--- config.mk ---
export PLATFORM = sky130hd
export DESIGN_NAME = polar_circle_octant_points
export DESIGN_NICKNAME = d
export VERILOG_FILES = /design/src/rtl/pcop_pkg.sv /design/src/rtl/polar_circle_octant_points.sv /design/src/rtl/pcop_octant_ser.sv
export SDC_FILE = /design/constraint.sdc
export NUM_CORES = 1
export LEC_CHECK = 0
export BUFFER_PORTS_ARGS = -buffer_cell sky130_fd_sc_hd__buf_2
export CORE_AREA = 2 2 259 261
export DETAILED_ROUTE_END_ITERATION = 10
export DIE_AREA = 0 0 261 263
export PLACE_DENSITY = 0.55
export SYNTH_ARGS = -nofsm -noshare
export SYNTH_HDL_FRONTEND = slang
export SYNTH_SLANG_ARGS = --single-unit
--- constraint.sdc ---
create_clock -name clk -period 12.94 [get_ports clk]
set_clock_uncertainty 0.05 [all_clocks]
set_input_delay 0.647 -clock clk [delete_from_list [all_inputs] [get_ports clk]]
set_output_delay 0.647 -clock clk [all_outputs]
set_load 0.01 [all_outputs]
--- src/rtl/pcop_pkg.sv ---
// Shared constants, types and the trigonometric table builder for the polar circle block.
`default_nettype none

package pcop_pkg;

  // Default build parameters.
  localparam int ANGLE_STEPS_DEF    = 79;
  localparam int TRIG_FRAC_BITS_DEF = 16;

  // Fixed field widths.
  localparam int CFG_IDX_W = 3;
  localparam int CFG_W     = 12;
  localparam int RADIUS_W  = 11;
  localparam int OFS_W     = 12;
  localparam int PIX_W     = 14;
  localparam int COLOR_W   = 4;
  localparam int OCT_W     = 3;
  localparam int STEP_W    = 7;

  // Configuration register indexes.
  localparam logic [CFG_IDX_W-1:0] REG_CENTER_X  = 3'd0;
  localparam logic [CFG_IDX_W-1:0] REG_CENTER_Y  = 3'd1;
  localparam logic [CFG_IDX_W-1:0] REG_RADIUS    = 3'd2;
  localparam logic [CFG_IDX_W-1:0] REG_PEN_COLOR = 3'd3;
  localparam logic [CFG_IDX_W-1:0] REG_ORIGIN_X  = 3'd4;
  localparam logic [CFG_IDX_W-1:0] REG_ORIGIN_Y  = 3'd5;

  // Register reset values.
  localparam logic [11:0]         CENTER_X_RST  = 12'd0;
  localparam logic [11:0]         CENTER_Y_RST  = 12'd0;
  localparam logic [RADIUS_W-1:0] RADIUS_RST    = 11'd0;
  localparam logic [COLOR_W-1:0]  PEN_COLOR_RST = 4'd15;
  localparam logic [11:0]         ORIGIN_X_RST  = 12'd320;
  localparam logic [11:0]         ORIGIN_Y_RST  = 12'd240;

  // Emission order of the eight symmetric points.
  localparam logic [OCT_W-1:0] OCT_DX_DY   = 3'd0;
  localparam logic [OCT_W-1:0] OCT_DY_DX   = 3'd1;
  localparam logic [OCT_W-1:0] OCT_DY_NDX  = 3'd2;
  localparam logic [OCT_W-1:0] OCT_NDX_DY  = 3'd3;
  localparam logic [OCT_W-1:0] OCT_NDX_NDY = 3'd4;
  localparam logic [OCT_W-1:0] OCT_NDY_NDX = 3'd5;
  localparam logic [OCT_W-1:0] OCT_NDY_DX  = 3'd6;
  localparam logic [OCT_W-1:0] OCT_DX_NDY  = 3'd7;

  // One angle step ready for the octant serialiser.
  typedef struct packed {
    logic [OFS_W-1:0]   dx;
    logic [OFS_W-1:0]   dy;
    logic [PIX_W-1:0]   base_x;
    logic [PIX_W-1:0]   base_y;
    logic [COLOR_W-1:0] color;
  } span_t;

  // Cosine (odd clear) or sine (odd set) of 0.01*k from a thirteen-term series in Q30,
  // rounded half up to frac fractional bits. Evaluated only at elaboration.
  function automatic logic [63:0] trig_rom_value(input int unsigned k, input logic odd,
                                                 input int unsigned frac);
    logic [63:0]        x;
    logic [63:0]        x2;
    logic [63:0]        t;
    logic [63:0]        tm;
    logic [63:0]        j;
    logic signed [63:0] sum;
    x   = ((64'(k) << 30) + 64'd50) / 64'd100;
    x2  = (x * x) >> 30;
    t   = odd ? x : (64'd1 << 30);
    j   = odd ? 64'd2 : 64'd1;
    sum = $signed(t);
    for (int n = 1; n <= 12; n++) begin
      tm = (t * x2) >> 30;
      // Each term is divided by j*(j+1), with j stepping by two from 1 or 2.
      case (j)
        64'd1:   t = tm / 64'd2;
        64'd2:   t = tm / 64'd6;
        64'd3:   t = tm / 64'd12;
        64'd4:   t = tm / 64'd20;
        64'd5:   t = tm / 64'd30;
        64'd6:   t = tm / 64'd42;
        64'd7:   t = tm / 64'd56;
        64'd8:   t = tm / 64'd72;
        64'd9:   t = tm / 64'd90;
        64'd10:  t = tm / 64'd110;
        64'd11:  t = tm / 64'd132;
        64'd12:  t = tm / 64'd156;
        64'd13:  t = tm / 64'd182;
        64'd14:  t = tm / 64'd210;
        64'd15:  t = tm / 64'd240;
        64'd16:  t = tm / 64'd272;
        64'd17:  t = tm / 64'd306;
        64'd18:  t = tm / 64'd342;
        64'd19:  t = tm / 64'd380;
        64'd20:  t = tm / 64'd420;
        64'd21:  t = tm / 64'd462;
        64'd22:  t = tm / 64'd506;
        64'd23:  t = tm / 64'd552;
        64'd24:  t = tm / 64'd600;
        default: t = '0;
      endcase
      j = j + 64'd2;
      if ((n % 2) == 1) begin
        sum = sum - $signed(t);
      end else begin
        sum = sum + $signed(t);
      end
    end
    if (sum < 0) begin
      sum = '0;
    end
    return (64'(sum) + (64'd1 << (29 - frac))) >> (30 - frac);
  endfunction

endpackage

`default_nettype wire

--- src/rtl/polar_circle_octant_points.sv ---
// Top level of the polar circle block: eight symmetric circle points per angle step.
//
//   Channel   Direction  Handshake             Payload
//   request   in         in_valid / in_stall   angle_step
//   point     out        out_valid / out_stall pixel_x, pixel_y, pixel_color, octant, last_point
//   config    in         cfg_we                cfg_index, cfg_data
//
// Each accepted request in range yields eight points, one per cycle while out_stall is low;
// the octant serialiser holds one request and takes the next as its eighth point leaves.
// A request passes the address register, table read, multiply, rounding, serialiser load
// and output register before its first point appears.
// A request whose angle step is ANGLE_STEPS or more is accepted and gives no points.
// Reset is synchronous and active high; it empties the pipeline and restores the
// register defaults. Stalls on the point channel back up stage by stage; nothing is
// lost or repeated, and requests keep being taken while any stage has room.
`default_nettype none

module polar_circle_octant_points #(
  parameter int ANGLE_STEPS    = pcop_pkg::ANGLE_STEPS_DEF,
  parameter int TRIG_FRAC_BITS = pcop_pkg::TRIG_FRAC_BITS_DEF
) (
  input  wire logic                              clk,
  input  wire logic                              rst,
  input  wire logic                              cfg_we,
  input  wire logic [pcop_pkg::CFG_IDX_W-1:0]    cfg_index,
  input  wire logic [pcop_pkg::CFG_W-1:0]        cfg_data,
  input  wire logic                              in_valid,
  output logic                                   in_stall,
  input  wire logic [pcop_pkg::STEP_W-1:0]       angle_step,
  output logic                                   out_valid,
  input  wire logic                              out_stall,
  output logic signed [pcop_pkg::PIX_W-1:0]      pixel_x,
  output logic signed [pcop_pkg::PIX_W-1:0]      pixel_y,
  output logic        [pcop_pkg::COLOR_W-1:0]    pixel_color,
  output logic        [pcop_pkg::OCT_W-1:0]      octant,
  output logic                                   last_point
);

  localparam int ROM_W  = TRIG_FRAC_BITS + 1;
  localparam int ROM_AW = (ANGLE_STEPS > 1) ? $clog2(ANGLE_STEPS) : 1;
  localparam int PROD_W = ROM_W + pcop_pkg::RADIUS_W;

  typedef logic [ROM_W-1:0] rom_t [ANGLE_STEPS];

  // The cosine and sine tables are worked out at elaboration.
  function automatic rom_t build_rom(input logic odd);
    rom_t tbl;
    for (int k = 0; k < ANGLE_STEPS; k++) begin
      tbl[k] = ROM_W'(pcop_pkg::trig_rom_value(k, odd, TRIG_FRAC_BITS));
    end
    return tbl;
  endfunction

  localparam rom_t COS_ROM = build_rom(1'b0);
  localparam rom_t SIN_ROM = build_rom(1'b1);

  // Configuration registers.
  logic [11:0]                     center_x;
  logic [11:0]                     center_y;
  logic [pcop_pkg::RADIUS_W-1:0]   radius;
  logic [pcop_pkg::COLOR_W-1:0]    pen_color;
  logic [11:0]                     origin_x;
  logic [11:0]                     origin_y;

  always_ff @(posedge clk) begin
    if (rst) begin
      center_x  <= pcop_pkg::CENTER_X_RST;
      center_y  <= pcop_pkg::CENTER_Y_RST;
      radius    <= pcop_pkg::RADIUS_RST;
      pen_color <= pcop_pkg::PEN_COLOR_RST;
      origin_x  <= pcop_pkg::ORIGIN_X_RST;
      origin_y  <= pcop_pkg::ORIGIN_Y_RST;
    end else if (cfg_we) begin
      case (cfg_index)
        pcop_pkg::REG_CENTER_X:  center_x  <= cfg_data;
        pcop_pkg::REG_CENTER_Y:  center_y  <= cfg_data;
        pcop_pkg::REG_RADIUS:    radius    <= cfg_data[pcop_pkg::RADIUS_W-1:0];
        pcop_pkg::REG_PEN_COLOR: pen_color <= cfg_data[pcop_pkg::COLOR_W-1:0];
        pcop_pkg::REG_ORIGIN_X:  origin_x  <= cfg_data;
        pcop_pkg::REG_ORIGIN_Y:  origin_y  <= cfg_data;
        default: ;
      endcase
    end
  end

  // Pipeline valid bits and per-stage room.
  logic v1, v2, v3, v4;
  logic rdy1, rdy2, rdy3, rdy4;
  logic take;
  logic in_range;

  assign rdy4     = !v4 || take;
  assign rdy3     = !v3 || rdy4;
  assign rdy2     = !v2 || rdy3;
  assign rdy1     = !v1 || rdy2;
  assign in_stall = !rdy1;
  assign in_range = ({25'd0, angle_step} < 32'(ANGLE_STEPS));

  // Stage payloads.
  logic [ROM_AW-1:0]     addr;
  logic [ROM_W-1:0]      cos_q;
  logic [ROM_W-1:0]      sin_q;
  logic [PROD_W-1:0]     prod_c;
  logic [PROD_W-1:0]     prod_s;
  logic [PROD_W:0]       rnd_c;
  logic [PROD_W:0]       rnd_s;
  pcop_pkg::span_t       span;

  // Rounding half up back to whole pixels.
  assign rnd_c = {1'b0, prod_c} + ((PROD_W + 1)'(1) << (TRIG_FRAC_BITS - 1));
  assign rnd_s = {1'b0, prod_s} + ((PROD_W + 1)'(1) << (TRIG_FRAC_BITS - 1));

  always_ff @(posedge clk) begin
    if (rst) begin
      v1 <= 1'b0;
      v2 <= 1'b0;
      v3 <= 1'b0;
      v4 <= 1'b0;
    end else begin
      if (rdy1) begin
        v1 <= in_valid && in_range;
      end
      if (rdy2) begin
        v2 <= v1;
      end
      if (rdy3) begin
        v3 <= v2;
      end
      if (rdy4) begin
        v4 <= v3;
      end
    end
  end

  always_ff @(posedge clk) begin
    // Stage 1: register the table address; out-of-range steps never become valid.
    if (rdy1 && in_valid && in_range) begin
      addr <= ROM_AW'(angle_step);
    end
    // Stage 2: cosine and sine table read.
    if (rdy2 && v1) begin
      cos_q <= COS_ROM[addr];
      sin_q <= SIN_ROM[addr];
    end
    // Stage 3: scale by the radius.
    if (rdy3 && v2) begin
      prod_c <= PROD_W'(radius) * PROD_W'(cos_q);
      prod_s <= PROD_W'(radius) * PROD_W'(sin_q);
    end
    // Stage 4: round the offsets and fold the centre into the screen origin.
    if (rdy4 && v3) begin
      span.dx     <= rnd_c[TRIG_FRAC_BITS +: pcop_pkg::OFS_W];
      span.dy     <= rnd_s[TRIG_FRAC_BITS +: pcop_pkg::OFS_W];
      span.base_x <= {2'b00, origin_x} + {{2{center_x[11]}}, center_x};
      span.base_y <= {2'b00, origin_y} - {{2{center_y[11]}}, center_y};
      span.color  <= pen_color;
    end
  end

  pcop_octant_ser u_ser (
    .clk         (clk),
    .rst         (rst),
    .span_valid  (v4),
    .span        (span),
    .take        (take),
    .out_valid   (out_valid),
    .out_stall   (out_stall),
    .pixel_x     (pixel_x),
    .pixel_y     (pixel_y),
    .pixel_color (pixel_color),
    .octant      (octant),
    .last_point  (last_point)
  );

endmodule

`default_nettype wire

--- src/rtl/pcop_octant_ser.sv ---
// Octant serialiser: turns one angle step into eight registered screen points.
`default_nettype none

module pcop_octant_ser (
  input  wire logic                           clk,
  input  wire logic                           rst,
  input  wire logic                           span_valid,
  input  wire pcop_pkg::span_t                span,
  output logic                                take,
  output logic                                out_valid,
  input  wire logic                           out_stall,
  output logic signed [pcop_pkg::PIX_W-1:0]   pixel_x,
  output logic signed [pcop_pkg::PIX_W-1:0]   pixel_y,
  output logic        [pcop_pkg::COLOR_W-1:0] pixel_color,
  output logic        [pcop_pkg::OCT_W-1:0]   octant,
  output logic                                last_point
);

  pcop_pkg::span_t                  held;
  logic                             held_valid;
  logic [pcop_pkg::OCT_W-1:0]       oct;
  logic                             adv;
  logic [pcop_pkg::PIX_W-1:0]       dx_w;
  logic [pcop_pkg::PIX_W-1:0]       dy_w;
  logic [pcop_pkg::PIX_W-1:0]       ox;
  logic [pcop_pkg::PIX_W-1:0]       oy;

  // A point moves out whenever the output register is free or being emptied.
  assign adv  = held_valid && (!out_valid || !out_stall);
  assign take = !held_valid || (adv && (oct == pcop_pkg::OCT_DX_NDY));

  assign dx_w = {{(pcop_pkg::PIX_W - pcop_pkg::OFS_W){1'b0}}, held.dx};
  assign dy_w = {{(pcop_pkg::PIX_W - pcop_pkg::OFS_W){1'b0}}, held.dy};

  always_comb begin
    case (oct)
      pcop_pkg::OCT_DX_DY:   begin ox = dx_w;  oy = dy_w;  end
      pcop_pkg::OCT_DY_DX:   begin ox = dy_w;  oy = dx_w;  end
      pcop_pkg::OCT_DY_NDX:  begin ox = dy_w;  oy = -dx_w; end
      pcop_pkg::OCT_NDX_DY:  begin ox = -dx_w; oy = dy_w;  end
      pcop_pkg::OCT_NDX_NDY: begin ox = -dx_w; oy = -dy_w; end
      pcop_pkg::OCT_NDY_NDX: begin ox = -dy_w; oy = -dx_w; end
      pcop_pkg::OCT_NDY_DX:  begin ox = -dy_w; oy = dx_w;  end
      pcop_pkg::OCT_DX_NDY:  begin ox = dx_w;  oy = -dy_w; end
      default:               begin ox = dx_w;  oy = dy_w;  end
    endcase
  end

  always_ff @(posedge clk) begin
    if (rst) begin
      held_valid <= 1'b0;
      oct        <= pcop_pkg::OCT_DX_DY;
      out_valid  <= 1'b0;
    end else begin
      if (take) begin
        held_valid <= span_valid;
      end
      if (adv) begin
        oct       <= oct + 3'd1;
        out_valid <= 1'b1;
      end else if (!out_stall) begin
        out_valid <= 1'b0;
      end
    end
  end

  always_ff @(posedge clk) begin
    if (take && span_valid) begin
      held <= span;
    end
    if (adv) begin
      pixel_x     <= held.base_x + ox;
      pixel_y     <= held.base_y - oy;
      pixel_color <= held.color;
      octant      <= oct;
      last_point  <= (oct == pcop_pkg::OCT_DX_NDY);
    end
  end

endmodule

`default_nettype wire

==> results of run 1 <==
-- state kept, by name, indices dropped and copies added, names as in the netlist, 3 cells and up --
| signal | cells |
|---|---|
| span | 56 |
| u_ser.held | 32 |
| cos_q | 17 |
| sin_q | 16 |
| u_ser.pixel_x | 14 |
| u_ser.pixel_y | 14 |
| prod_c | 13 |
| prod_s | 13 |
| center_x | 12 |
| center_y | 12 |
| origin_x | 12 |
| origin_y | 12 |
| u_ser.dx_w | 12 |
| u_ser.dy_w | 12 |
| radius | 11 |
| addr | 7 |
| pen_color | 4 |
| u_ser.pixel_color | 4 |
| u_ser.oct | 3 |
| u_ser.octant | 3 |
-- per-layer routing --
| layer | wire length (um) | track usage [%] |
|---|---|---|
| met5 | 0 | 0 |
| met4 | 2200 | 6.76 |
| met3 | 3270 | 2.95 |
| met2 | 34200 | 35.8 |
| met1 | 30000 | 26.4 |
-- layout by cell type, fill, tap and decap left out, drive strengths merged, types with 50 or more instances in the layout --
cell type	n
ha	208
edfxtp	214
dfxtp	72
inv	358
a21oi	191
xnor2	75
fa	262
nand2	416
and2	177
nor2	151
buf	95
o21ai	99
nor3	50
-- power by group through the flow --
stage / registers [W] / logic [W] / clock network, W
6_report: 0.00102 / 0.000394 / 0.000982
5_1_grt: 0.00102 / 0.000438 / 0.00105
4_1_cts: 0.00102 / 0.000393 / 0.00102
3_5_place_dp: 0.00104 / 0.000390 / 0
3_3_place_gp: 0.00104 / 0.000390 / 0
2_1_floorplan: 0.00104 / 0.000273 / 0
-- final cells by class --
| class | instances | area share, % |
|---|---|---|
| Clock buffer | 46 | 3.51 |
| Clock inverter | 17 | 0.519 |
| Inverter | 354 | 4.67 |
| Multi-Input combinational cell | 2018 | 57.9 |
| Sequential cell | 286 | 27.7 |
| Tap cell | 864 | 3.80 |
| Timing Repair Buffer | 95 | 1.94 |
-- final timing paths --
kind	from	end	slack (ns)	cells past startpoint
worst min register to register	span[51]	u_ser.dx_w[7]	0.36	0
worst max-delay path	radius[2]	prod_s[22]	6.91	20
worst max register to register	radius[2]	prod_s[22]	6.91	20
worst min-delay path	angle_step[1]	addr[1]	0.23	1
-- cell families after synthesis --
logic type | after synthesis | share of synthesized area (%)
xor+xnor | 104 | 3.47
simple gates | 918 | 16.2
compound gates | 503 | 12.0
buf+inv | 511 | 7.33
flops | 286 | 30.0
mux | 23 | 1.10
fa+ha+maj | 470 | 29.9
-- per-stage QoR --
stage,total power [W],hold slack (ns),std cells
6_report,0.00240,0.230,3680
5_1_grt,0.00251,0.203,3680
4_1_cts,0.00243,0.197,3680
3_5_place_dp,0.00143,0.355,3617
3_3_place_gp,0.00143,0.352,3617
2_1_floorplan,0.00131,0.350,2815
-- synthesized netlist by cell type, types with 16 or more instances --
cell type  number
nand2_1       416
inv_1         352
fa_1          262
edfxtp_1      214
ha_1          208
a21oi_1       188
and2_1        177
nor2_1        151
clkbuf_1      143
o21ai_0        98
xnor2_1        75
dfxtp_1        72
nor3_1         50
nand3_1        40
a211oi_1       29
xor2_1         29
a21o_1         23
a31oi_1        22
nor2b_1        16
o211ai_1       16
-- worst reg2reg max path, cell delays in order (launching register included) --
cell and delay [ns]:
dfxtp_1 0.32, buf_4 0.35, nand2_1 0.17, fa_1 0.53, fa_1 0.52, inv_1 0.06, fa_1 0.48, fa_1 0.49
inv_1 0.05, fa_1 0.47, inv_1 0.04, ha_1 0.30, a21o_1 0.19, a21o_1 0.17, a21o_1 0.21, a221o_1 0.31
a221o_2 0.47, a21oi_2 0.22, o21bai_2 0.10, a21oi_2 0.16, xnor2_1 0.09
==> flow_metrics.tcl, run 1 <==
set metrics [dict create \
    setup_viol 0 \
    crit_family "adder cells" \
    yosysTopAreaCell "edfxtp_1" \
    synthTopCellsByArea "edfxtp_1 25%, fa_1 20%, ha_1 9.9%" \
    core_area_um2 65600 \
    arrival_ns 6.28 \
    grt-ovfl-total 0 \
    vias 19600 \
    grt_first_pass_wirelength_um 113000 \
    status "finished, final reports clean" \
    ctsHoldBuffers 0 \
    grt_start_max_net_pins 92 \
    hold_path.class "in -> reg" \
    slew_headroom_pct 36.8 \
    critPathRequiredTime_ns 13.19 \
    cts_setup_buffers 0 \
    seq_power_share_pct 42.6 \
    postCtsResizedCells 0 \
    clk_pin_slew_ns 0.07 \
    drt-total-wl_um 69700 \
    cp_slowest_cell "fa_1" \
    fin_setup_tns_ns 0 \
    worst-path-buf-inv 4 \
    postLayoutCoreUtil_pct 43.3 \
    cts_sinks 286 \
    drt_first_pass_iters 6 \
    port_buffers 64 \
    syn-instance-count 2815 \
    powerDensity_nw_per_um2 84.3 \
    chipWidth_um 261 \
    placement.cell_area_um2 27300 \
    rsz0062_at_grt "no" \
    cts_tree "built" \
    cts_buffer_depth 3 \
    crit_fanout 33 \
    fin_ws_ns 6.91 \
    yosysSeqAreaShare_pct 30.0 \
    peakVddDrop_v 0.0000706 \
    syn_avg_cell_area_um2 9.31 \
    cp_common_cell "fa_1" \
    htreeDepth 2 \
    power.leakage_nw 12.2 \
    synth_edf_count 214 \
    yosysWarningCount 0 \
    fmax_mhz 166 \
    hold_viol 0 \
    max_stage_delay_ns 0.53 \
    switching_share_pct 28.8 \
    post-route-drc-count 0 \
    dieArea_um2 68600 \
    ys_ff_latch 286 \
    power.share.clock_pct 40.9 \
    drive_gt1_share_pct 6.71 \
    drt_iter0_markers 1309 \
    fillers 6390 \
    ioPinCount 65 \
    maxCapViolCount 0 \
    wire_per_inst_um 18.9 \
    critPathLaunchType "register" \
    synth_top_area_share_pct 24.5 \
    regArea_um2 7870 \
    rows 94 \
    initial_core_util_pct 39.9 \
    async_flop_share_pct 0 \
    antenna_cells 0 \
    tightest_slew_ns 0.948 \
    netlist_area_um2 26200 \
    internal_power_w 0.00171 \
    antenna_found_initial 0 \
    pwr-share-comb_pct 16.4 \
    ant_nets 0 \
    dp_hpwl_um 52000 \
    grt_pass1_vias 20300 \
    grt_usage_pct 20.7 \
    area_delta_synth_final_pct 8.49 \
    min_period_over_period_pct 46.6 \
    p_sw_w 0.000690 \
    finalMaxSlewViolations 0 \
    finalNetCount 3287 \
    endpoint_kind "register" \
    gp_congestion 0.923 \
    ys.flop_type "edfxtp_1" \
    synth.distinct_cells 68 \
    mappedNetlistNets 3312 \
    clk_latency_ns 0.55 \
    path_cells "buf_4, nand2_1, fa_1, fa_1, inv_1, fa_1, fa_1, inv_1, fa_1, inv_1, ha_1, a21o_1, a21o_1, a21o_1, a221o_1, a221o_2, a21oi_2, o21bai_2, a21oi_2, xnor2_1" \
    via_per_inst 5.31 \
    dp_slack_ns 6.88 \
    clock_tree.root_cell "clkbuf_16" \
    criticalPathCategory "reg -> reg" \
    multi_input_area_um2 16500 \
    final_area_um2 28400 \
    die_h_um 263 \
    cts_buffers 35 \
    final.min_clock_period_ns 6.03 \
]
(Power assumes the default switching activity.)
==> run 2: changes to the inputs <==
==> constraint.sdc (replaced) <==
create_clock -name clk -period 5.7 [get_ports clk]
set_clock_uncertainty 0.05 [all_clocks]
set_input_delay 0.285 -clock clk [delete_from_list [all_inputs] [get_ports clk]]
set_output_delay 0.285 -clock clk [all_outputs]
set_load 0.01 [all_outputs]
==> run 2 against run 1 <==
Compared with the run above:
- fmax up 7.3%
- critical path depth down 2
- highest routed layer unchanged
- cell count up 3.4%
- largest power group unchanged
==> flow_metrics.tcl, run 2 (synthesis results as in run 1) <==
set metrics [dict create \
    crit_fanout 6 \
    p_sw_w 0.00162 \
    switching_share_pct 29.0 \
    rr_endpoint "prod_s[27]" \
    via_per_inst 5.31 \
    fillers 6261 \
    vias 20200 \
    initial_core_util_pct 39.9 \
    drive_gt1_share_pct 11.7 \
    endpoint_kind "register" \
    drt_first_pass_iters 8 \
    grt-ovfl-total 0 \
    antenna_found_initial 2 \
    ioPinCount 65 \
    r2r_cells 18 \
    drt_iter0_markers 1382 \
    min_period_over_period_pct 98.5 \
    whs_ns 0.0382 \
    regArea_um2 7880 \
    criticalPathCategory "reg -> reg" \
    cts_buffer_depth 3 \
    status "finished, final reports clean" \
    critPathRequiredTime_ns 5.96 \
    endpoint "prod_s[27]" \
    final_common_cell "nand2_1" \
    grt_start_max_net_pins 74 \
    postLayoutCoreUtil_pct 45.5 \
    cts_sinks 286 \
    slew_headroom_pct 27.6 \
    grt_usage_pct 21.0 \
    finalMaxSlewViolations 0 \
    multi_input_area_um2 16600 \
    pwr-share-comb_pct 17.2 \
    hold_path.class "in -> reg" \
    hold_viol 0 \
    dieArea_um2 68600 \
    min_delay_path_depth 3 \
    cts_tree "built" \
    gp_congestion 0.890 \
    area_delta_synth_final_pct 14.0 \
    maxCapViolCount 0 \
    final_cell_mix "412 x nand2_1, 343 x inv_1, 250 x fa_1" \
    drt-total-wl_um 71100 \
    clk_pin_slew_ns 0.06 \
    fmax_mhz 178 \
    clk_latency_ns 0.56 \
    dp_hpwl_um 54700 \
    largest_register_ffs 56 \
    cts_buffers 36 \
    setup_viol 0 \
    wire_per_inst_um 18.7 \
    final.min_clock_period_ns 5.62 \
    antenna_cells 0 \
    post-route-drc-count 0 \
    clock_tree.root_cell "clkbuf_16" \
    power.leakage_nw 12.8 \
    powerDensity_nw_per_um2 187 \
    critPathLaunchType "register" \
    seq_power_share_pct 41.7 \
    finalNetCount 3409 \
    regMostFlops "span" \
    r2r_slack_ns 0.08 \
    grt_pass1_vias 20800 \
    rsz0062_at_grt "yes" \
    core_area_um2 65600 \
    ant_nets 0 \
    port_buffers 64 \
    chipWidth_um 261 \
    grt_first_pass_wirelength_um 114000 \
    htreeDepth 2 \
    startpoint "sin_q[4]" \
    rows 94 \
    tightest_slew_ns 1.09 \
    reg2reg_from "sin_q[4]" \
    power.share.clock_pct 41.0 \
    arrival_ns 5.87 \
    top_regs "span x56, u_ser.held x32, cos_q x17" \
    internal_power_w 0.00396 \
    peakVddDrop_v 0.000167 \
    die_h_um 263 \
]
## run 2: cell type report
cell class | instances | area share, %
Tap cell | 864 | 3.62
Inverter | 354 | 4.45
Multi-Input combinational cell | 2018 | 55.7
Clock inverter | 25 | 0.880
Sequential cell | 286 | 26.4
Timing Repair Buffer | 216 | 5.78
Clock buffer | 41 | 3.18
## run 2: worst max-delay path: stages, from the launching register on
cell,delay (ns)
edfxtp_1,0.50
and2_4,0.21
fa_1,0.48
fa_2,0.61
fa_2,0.45
fa_1,0.49
inv_1,0.05
fa_1,0.38
inv_2,0.09
ha_4,0.20
a21o_1,0.18
a21o_1,0.17
a21o_1,0.20
a221o_1,0.31
a221o_2,0.44
a31oi_4,0.23
o31ai_4,0.10
a21oi_2,0.15
xnor2_1,0.07
## run 2: power groups by stage
stage | combinational [W] | clock [W] | sequential [W]
after floorplan | 0.000620 | 0 | 0.00235
after global placement | 0.000908 | 0 | 0.00237
after detailed placement | 0.000911 | 0 | 0.00237
after CTS | 0.000928 | 0.00236 | 0.00233
after global routing | 0.00106 | 0.00245 | 0.00233
final | 0.000959 | 0.00229 | 0.00233
## run 2: worst min path at each step
stage / from / endpoint / slack, ns
after global placement: span[49] / u_ser.dx_w[5] / 0.35
after CTS: cfg_data[2] / origin_y[2] / 0.005
final: cfg_data[3] / center_y[3] / 0.04
after global routing: cfg_data[3] / center_y[3] / 0.03
after detailed placement: span[46] / u_ser.dx_w[2] / 0.35
after floorplan: angle_step[0] / addr[0] / 0.33
## run 2: repair_timing
item / 4_1_cts / 5_1_grt
hold buffers: 19 / 0
endpoints found under the setup margin: 7 / 14
resized for setup: 6 / 71
endpoints found under the hold margin: 43 / 0
pin swaps: 1 / 43
gates cloned: 0 / 3
setup buffers: 0 / 16
## run 2: per-layer routing
metal | wire (um) | part of all wire [%] | vias up | global-route usage [%]
met4 | 2190 | 3.1 | 0 | 6.76
li1 | - | - | 9564 | -
met2 | 35000 | 49 | 621 | 36.2
met1 | 30200 | 42 | 9881 | 27.1
met3 | 3730 | 5.2 | 148 | 2.69
met5 | 0 | 0 | - | 0
## run 2: through the flow
step / setup TNS, ns / total power, W / cell area [um^2] / worst slack [ns] / instances
2_1_floorplan: 0 / 0.00297 / 26200 / 0.0201 / 2815
3_3_place_gp: -0.0198 / 0.00328 / 28000 / -0.0198 / 3700
3_5_place_dp: -0.291 / 0.00328 / 28000 / -0.0905 / 3700
4_1_cts: 0 / 0.00562 / 29400 / 0.000511 / 3785
5_1_grt: -0.412 / 0.00584 / 29900 / -0.114 / 3804
6_report: 0 / 0.00557 / 29900 / 0.0838 / 3804
==> run 3: changes to the inputs <==
--- a/config.mk
+++ b/config.mk
@@ -6,10 +6,10 @@
 export NUM_CORES = 1
 export LEC_CHECK = 0
 export BUFFER_PORTS_ARGS = -buffer_cell sky130_fd_sc_hd__buf_2
-export CORE_AREA = 2 2 259 261
+export CORE_AREA = 2 2 242 244
 export DETAILED_ROUTE_END_ITERATION = 10
-export DIE_AREA = 0 0 261 263
-export PLACE_DENSITY = 0.55
+export DIE_AREA = 0 0 244 246
+export PLACE_DENSITY = 0.61
 export SYNTH_ARGS = -nofsm -noshare
 export SYNTH_HDL_FRONTEND = slang
 export SYNTH_SLANG_ARGS = --single-unit
==> run 3 against run 2 <==
Compared with the run above:
- register-to-register slack worse by 0.07 ns
- non-clock buffer count shrank 5
- sequential power barely moved
- flip-flop and latch count did not move
- via count decreased by 0.28%
- critical path depth increased by 2
- cell count down 2.8%
- largest power group is now the clock network
- clock power increased by 3%
- worst hold slack lost 0.0074 ns
- clock-buffer cell count unchanged
==> flow_metrics.tcl, run 3 (synthesis results as in run 1) <==
set metrics [dict create \
    die_h_um 246 \
    via_per_inst 5.45 \
    setup_viol 0 \
    cp_common_cell "fa_1" \
    placement.cell_area_um2 27700 \
    r2r_slack_ns 0.009 \
    power.leakage_nw 12.9 \
    drt_first_pass_iters 5 \
    grt-ovfl-total 0 \
    fmax_mhz 176 \
    reg2reg_from "sin_q[3]" \
    worst-path-buf-inv 4 \
    grt_start_max_net_pins 73 \
    cts_sinks 286 \
    grt_pass1_vias 20800 \
    final_area_um2 29700 \
    clock_tree.root_cell "clkbuf_16" \
    final.min_clock_period_ns 5.69 \
    min_from "cfg_data[4]" \
    rsz0062_at_grt "yes" \
    multi_input_area_um2 16600 \
    fillers 5186 \
    ant_nets 0 \
    vias 20200 \
    htreeDepth 2 \
    wire_per_inst_um 18.9 \
    rows 88 \
    ioPinCount 65 \
    cts_buffers 34 \
    critPathRequiredTime_ns 5.95 \
    core_area_um2 57400 \
    tightest_slew_ns 1.03 \
    top_regs "span x56, u_ser.held x32, cos_q x17" \
    crit_family "adder cells" \
    hold_viol 0 \
    criticalPathCategory "reg -> reg" \
    min_period_over_period_pct 99.8 \
    fin_setup_tns_ns 0 \
    antenna_cells 0 \
    finalMaxSlewViolations 0 \
    final_common_cell "nand2_1" \
    powerDensity_nw_per_um2 189 \
    final_cell_mix "414 x nand2_1, 346 x inv_1, 258 x fa_1" \
    antenna_found_initial 0 \
    rr_endpoint "prod_s[22]" \
    grt_usage_pct 23.7 \
    chipWidth_um 244 \
    max_stage_delay_ns 0.54 \
    gp_congestion 0.993 \
    post-route-drc-count 0 \
    finalNetCount 3402 \
    status "finished, final reports clean" \
    crit_fanout 3 \
    total_power_w 0.00562 \
    postLayoutCoreUtil_pct 51.7 \
    peakVddDrop_v 0.000168 \
    hold_path.class "in -> reg" \
    dieArea_um2 60000 \
    min_delay_path_depth 3 \
    min_to "center_y[4]" \
    initial_core_util_pct 45.7 \
    grt_first_pass_wirelength_um 113000 \
    r2r_cells 20 \
    clk_pin_slew_ns 0.06 \
    largest_register_ffs 56 \
    area_delta_synth_final_pct 13.2 \
    regArea_um2 7890 \
    drt-total-wl_um 69800 \
    drive_gt1_share_pct 11.0 \
    path_cells "buf_4, and2_1, fa_1, inv_2, fa_1, inv_2, fa_1, fa_1, fa_1, ha_1, a21o_1, a21o_1, a21o_1, a221o_1, a221o_2, buf_6, a21oi_4, o21bai_4, a21oi_2, xnor2_1" \
    dp_hpwl_um 52900 \
    whs_ns 0.0309 \
    endpoint_kind "register" \
    port_buffers 64 \
    clk_latency_ns 0.55 \
    cts_buffer_depth 3 \
    regMostFlops "span" \
    cts_tree "built" \
    critPathLaunchType "register" \
    cp_slowest_cell "fa_1" \
    drt_iter0_markers 1329 \
    slew_headroom_pct 31.5 \
    arrival_ns 5.94 \
    maxCapViolCount 0 \
]
==> run 3: changes by cell type in the layout (fill, tap and decap cells not counted), moves of 5 or more <==
cell,change
buf_4,+5
ha_1,+5
clkbuf_16,-5
fa_2,-8
bufinv_16,+5
fa_1,+8
==> run 3: through the flow <==
stage                     worst slack (ns)  std cells
final                              0.00943       3696
after CTS                          0.00527       3685
after floorplan                     0.0201       2815
after global placement             -0.0361       3589
after global routing                -0.180       3696
after detailed placement            -0.136       3589
==> run 3: power breakdown <==
part,internal [W],switching (W),total [W],leakage (nW)
registers,0.00228,0.0000332,0.00232,2.54
clock network,0.00146,0.000899,0.00236,0.591
logic,0.000338,0.000601,0.000939,9.73
==> run 3: repair_timing <==
action	CTS	global route
pin swaps	12	34
buffers inserted	14	12
setup endpoints to repair	8	14
endpoints found under the hold margin	33	0
gates resized for setup	19	45
gates cloned	4	0
hold buffers	16	0
==> run 3: layout make-up <==
| type | count | area share (%) |
|---|---|---|
| clock buffer | 41 | 3.02 |
| clock inverter | 21 | 1.12 |
| inverter | 354 | 4.48 |
| multi-input combinational | 2018 | 56.0 |
| sequential | 286 | 26.6 |
| tap | 765 | 3.23 |
| timing repair buffer | 211 | 5.60 |
==> run 3: how the worst max path moves through the flow <==
stage               depth (start not counted)  startpoint  slack (ns)    endpoint
floorplan                                  20   radius[5]        0.02  prod_s[22]
global placement                           21   radius[5]       -0.04  prod_s[22]
detailed placement                         21   radius[5]       -0.14  prod_s[22]
CTS                                        22   radius[2]       0.005  prod_c[26]
global route                               21   radius[5]       -0.18  prod_s[22]
finish                                     20    sin_q[3]       0.009  prod_s[22]
==> run 3: per-layer routing <==
layer	GRT usage, %	vias to the layer above	share of wire [%]
met5	0	-	0
met4	8.75	0	3.6
met3	3.32	155	6.1
met2	41.3	705	49
met1	30.0	9766	41
li1	-	9531	-
==> run 3: tightest hold or removal path, stage by stage <==
cell     delay [ns]
buf_2          0.17
nand2_1        0.07
a21oi_1        0.05
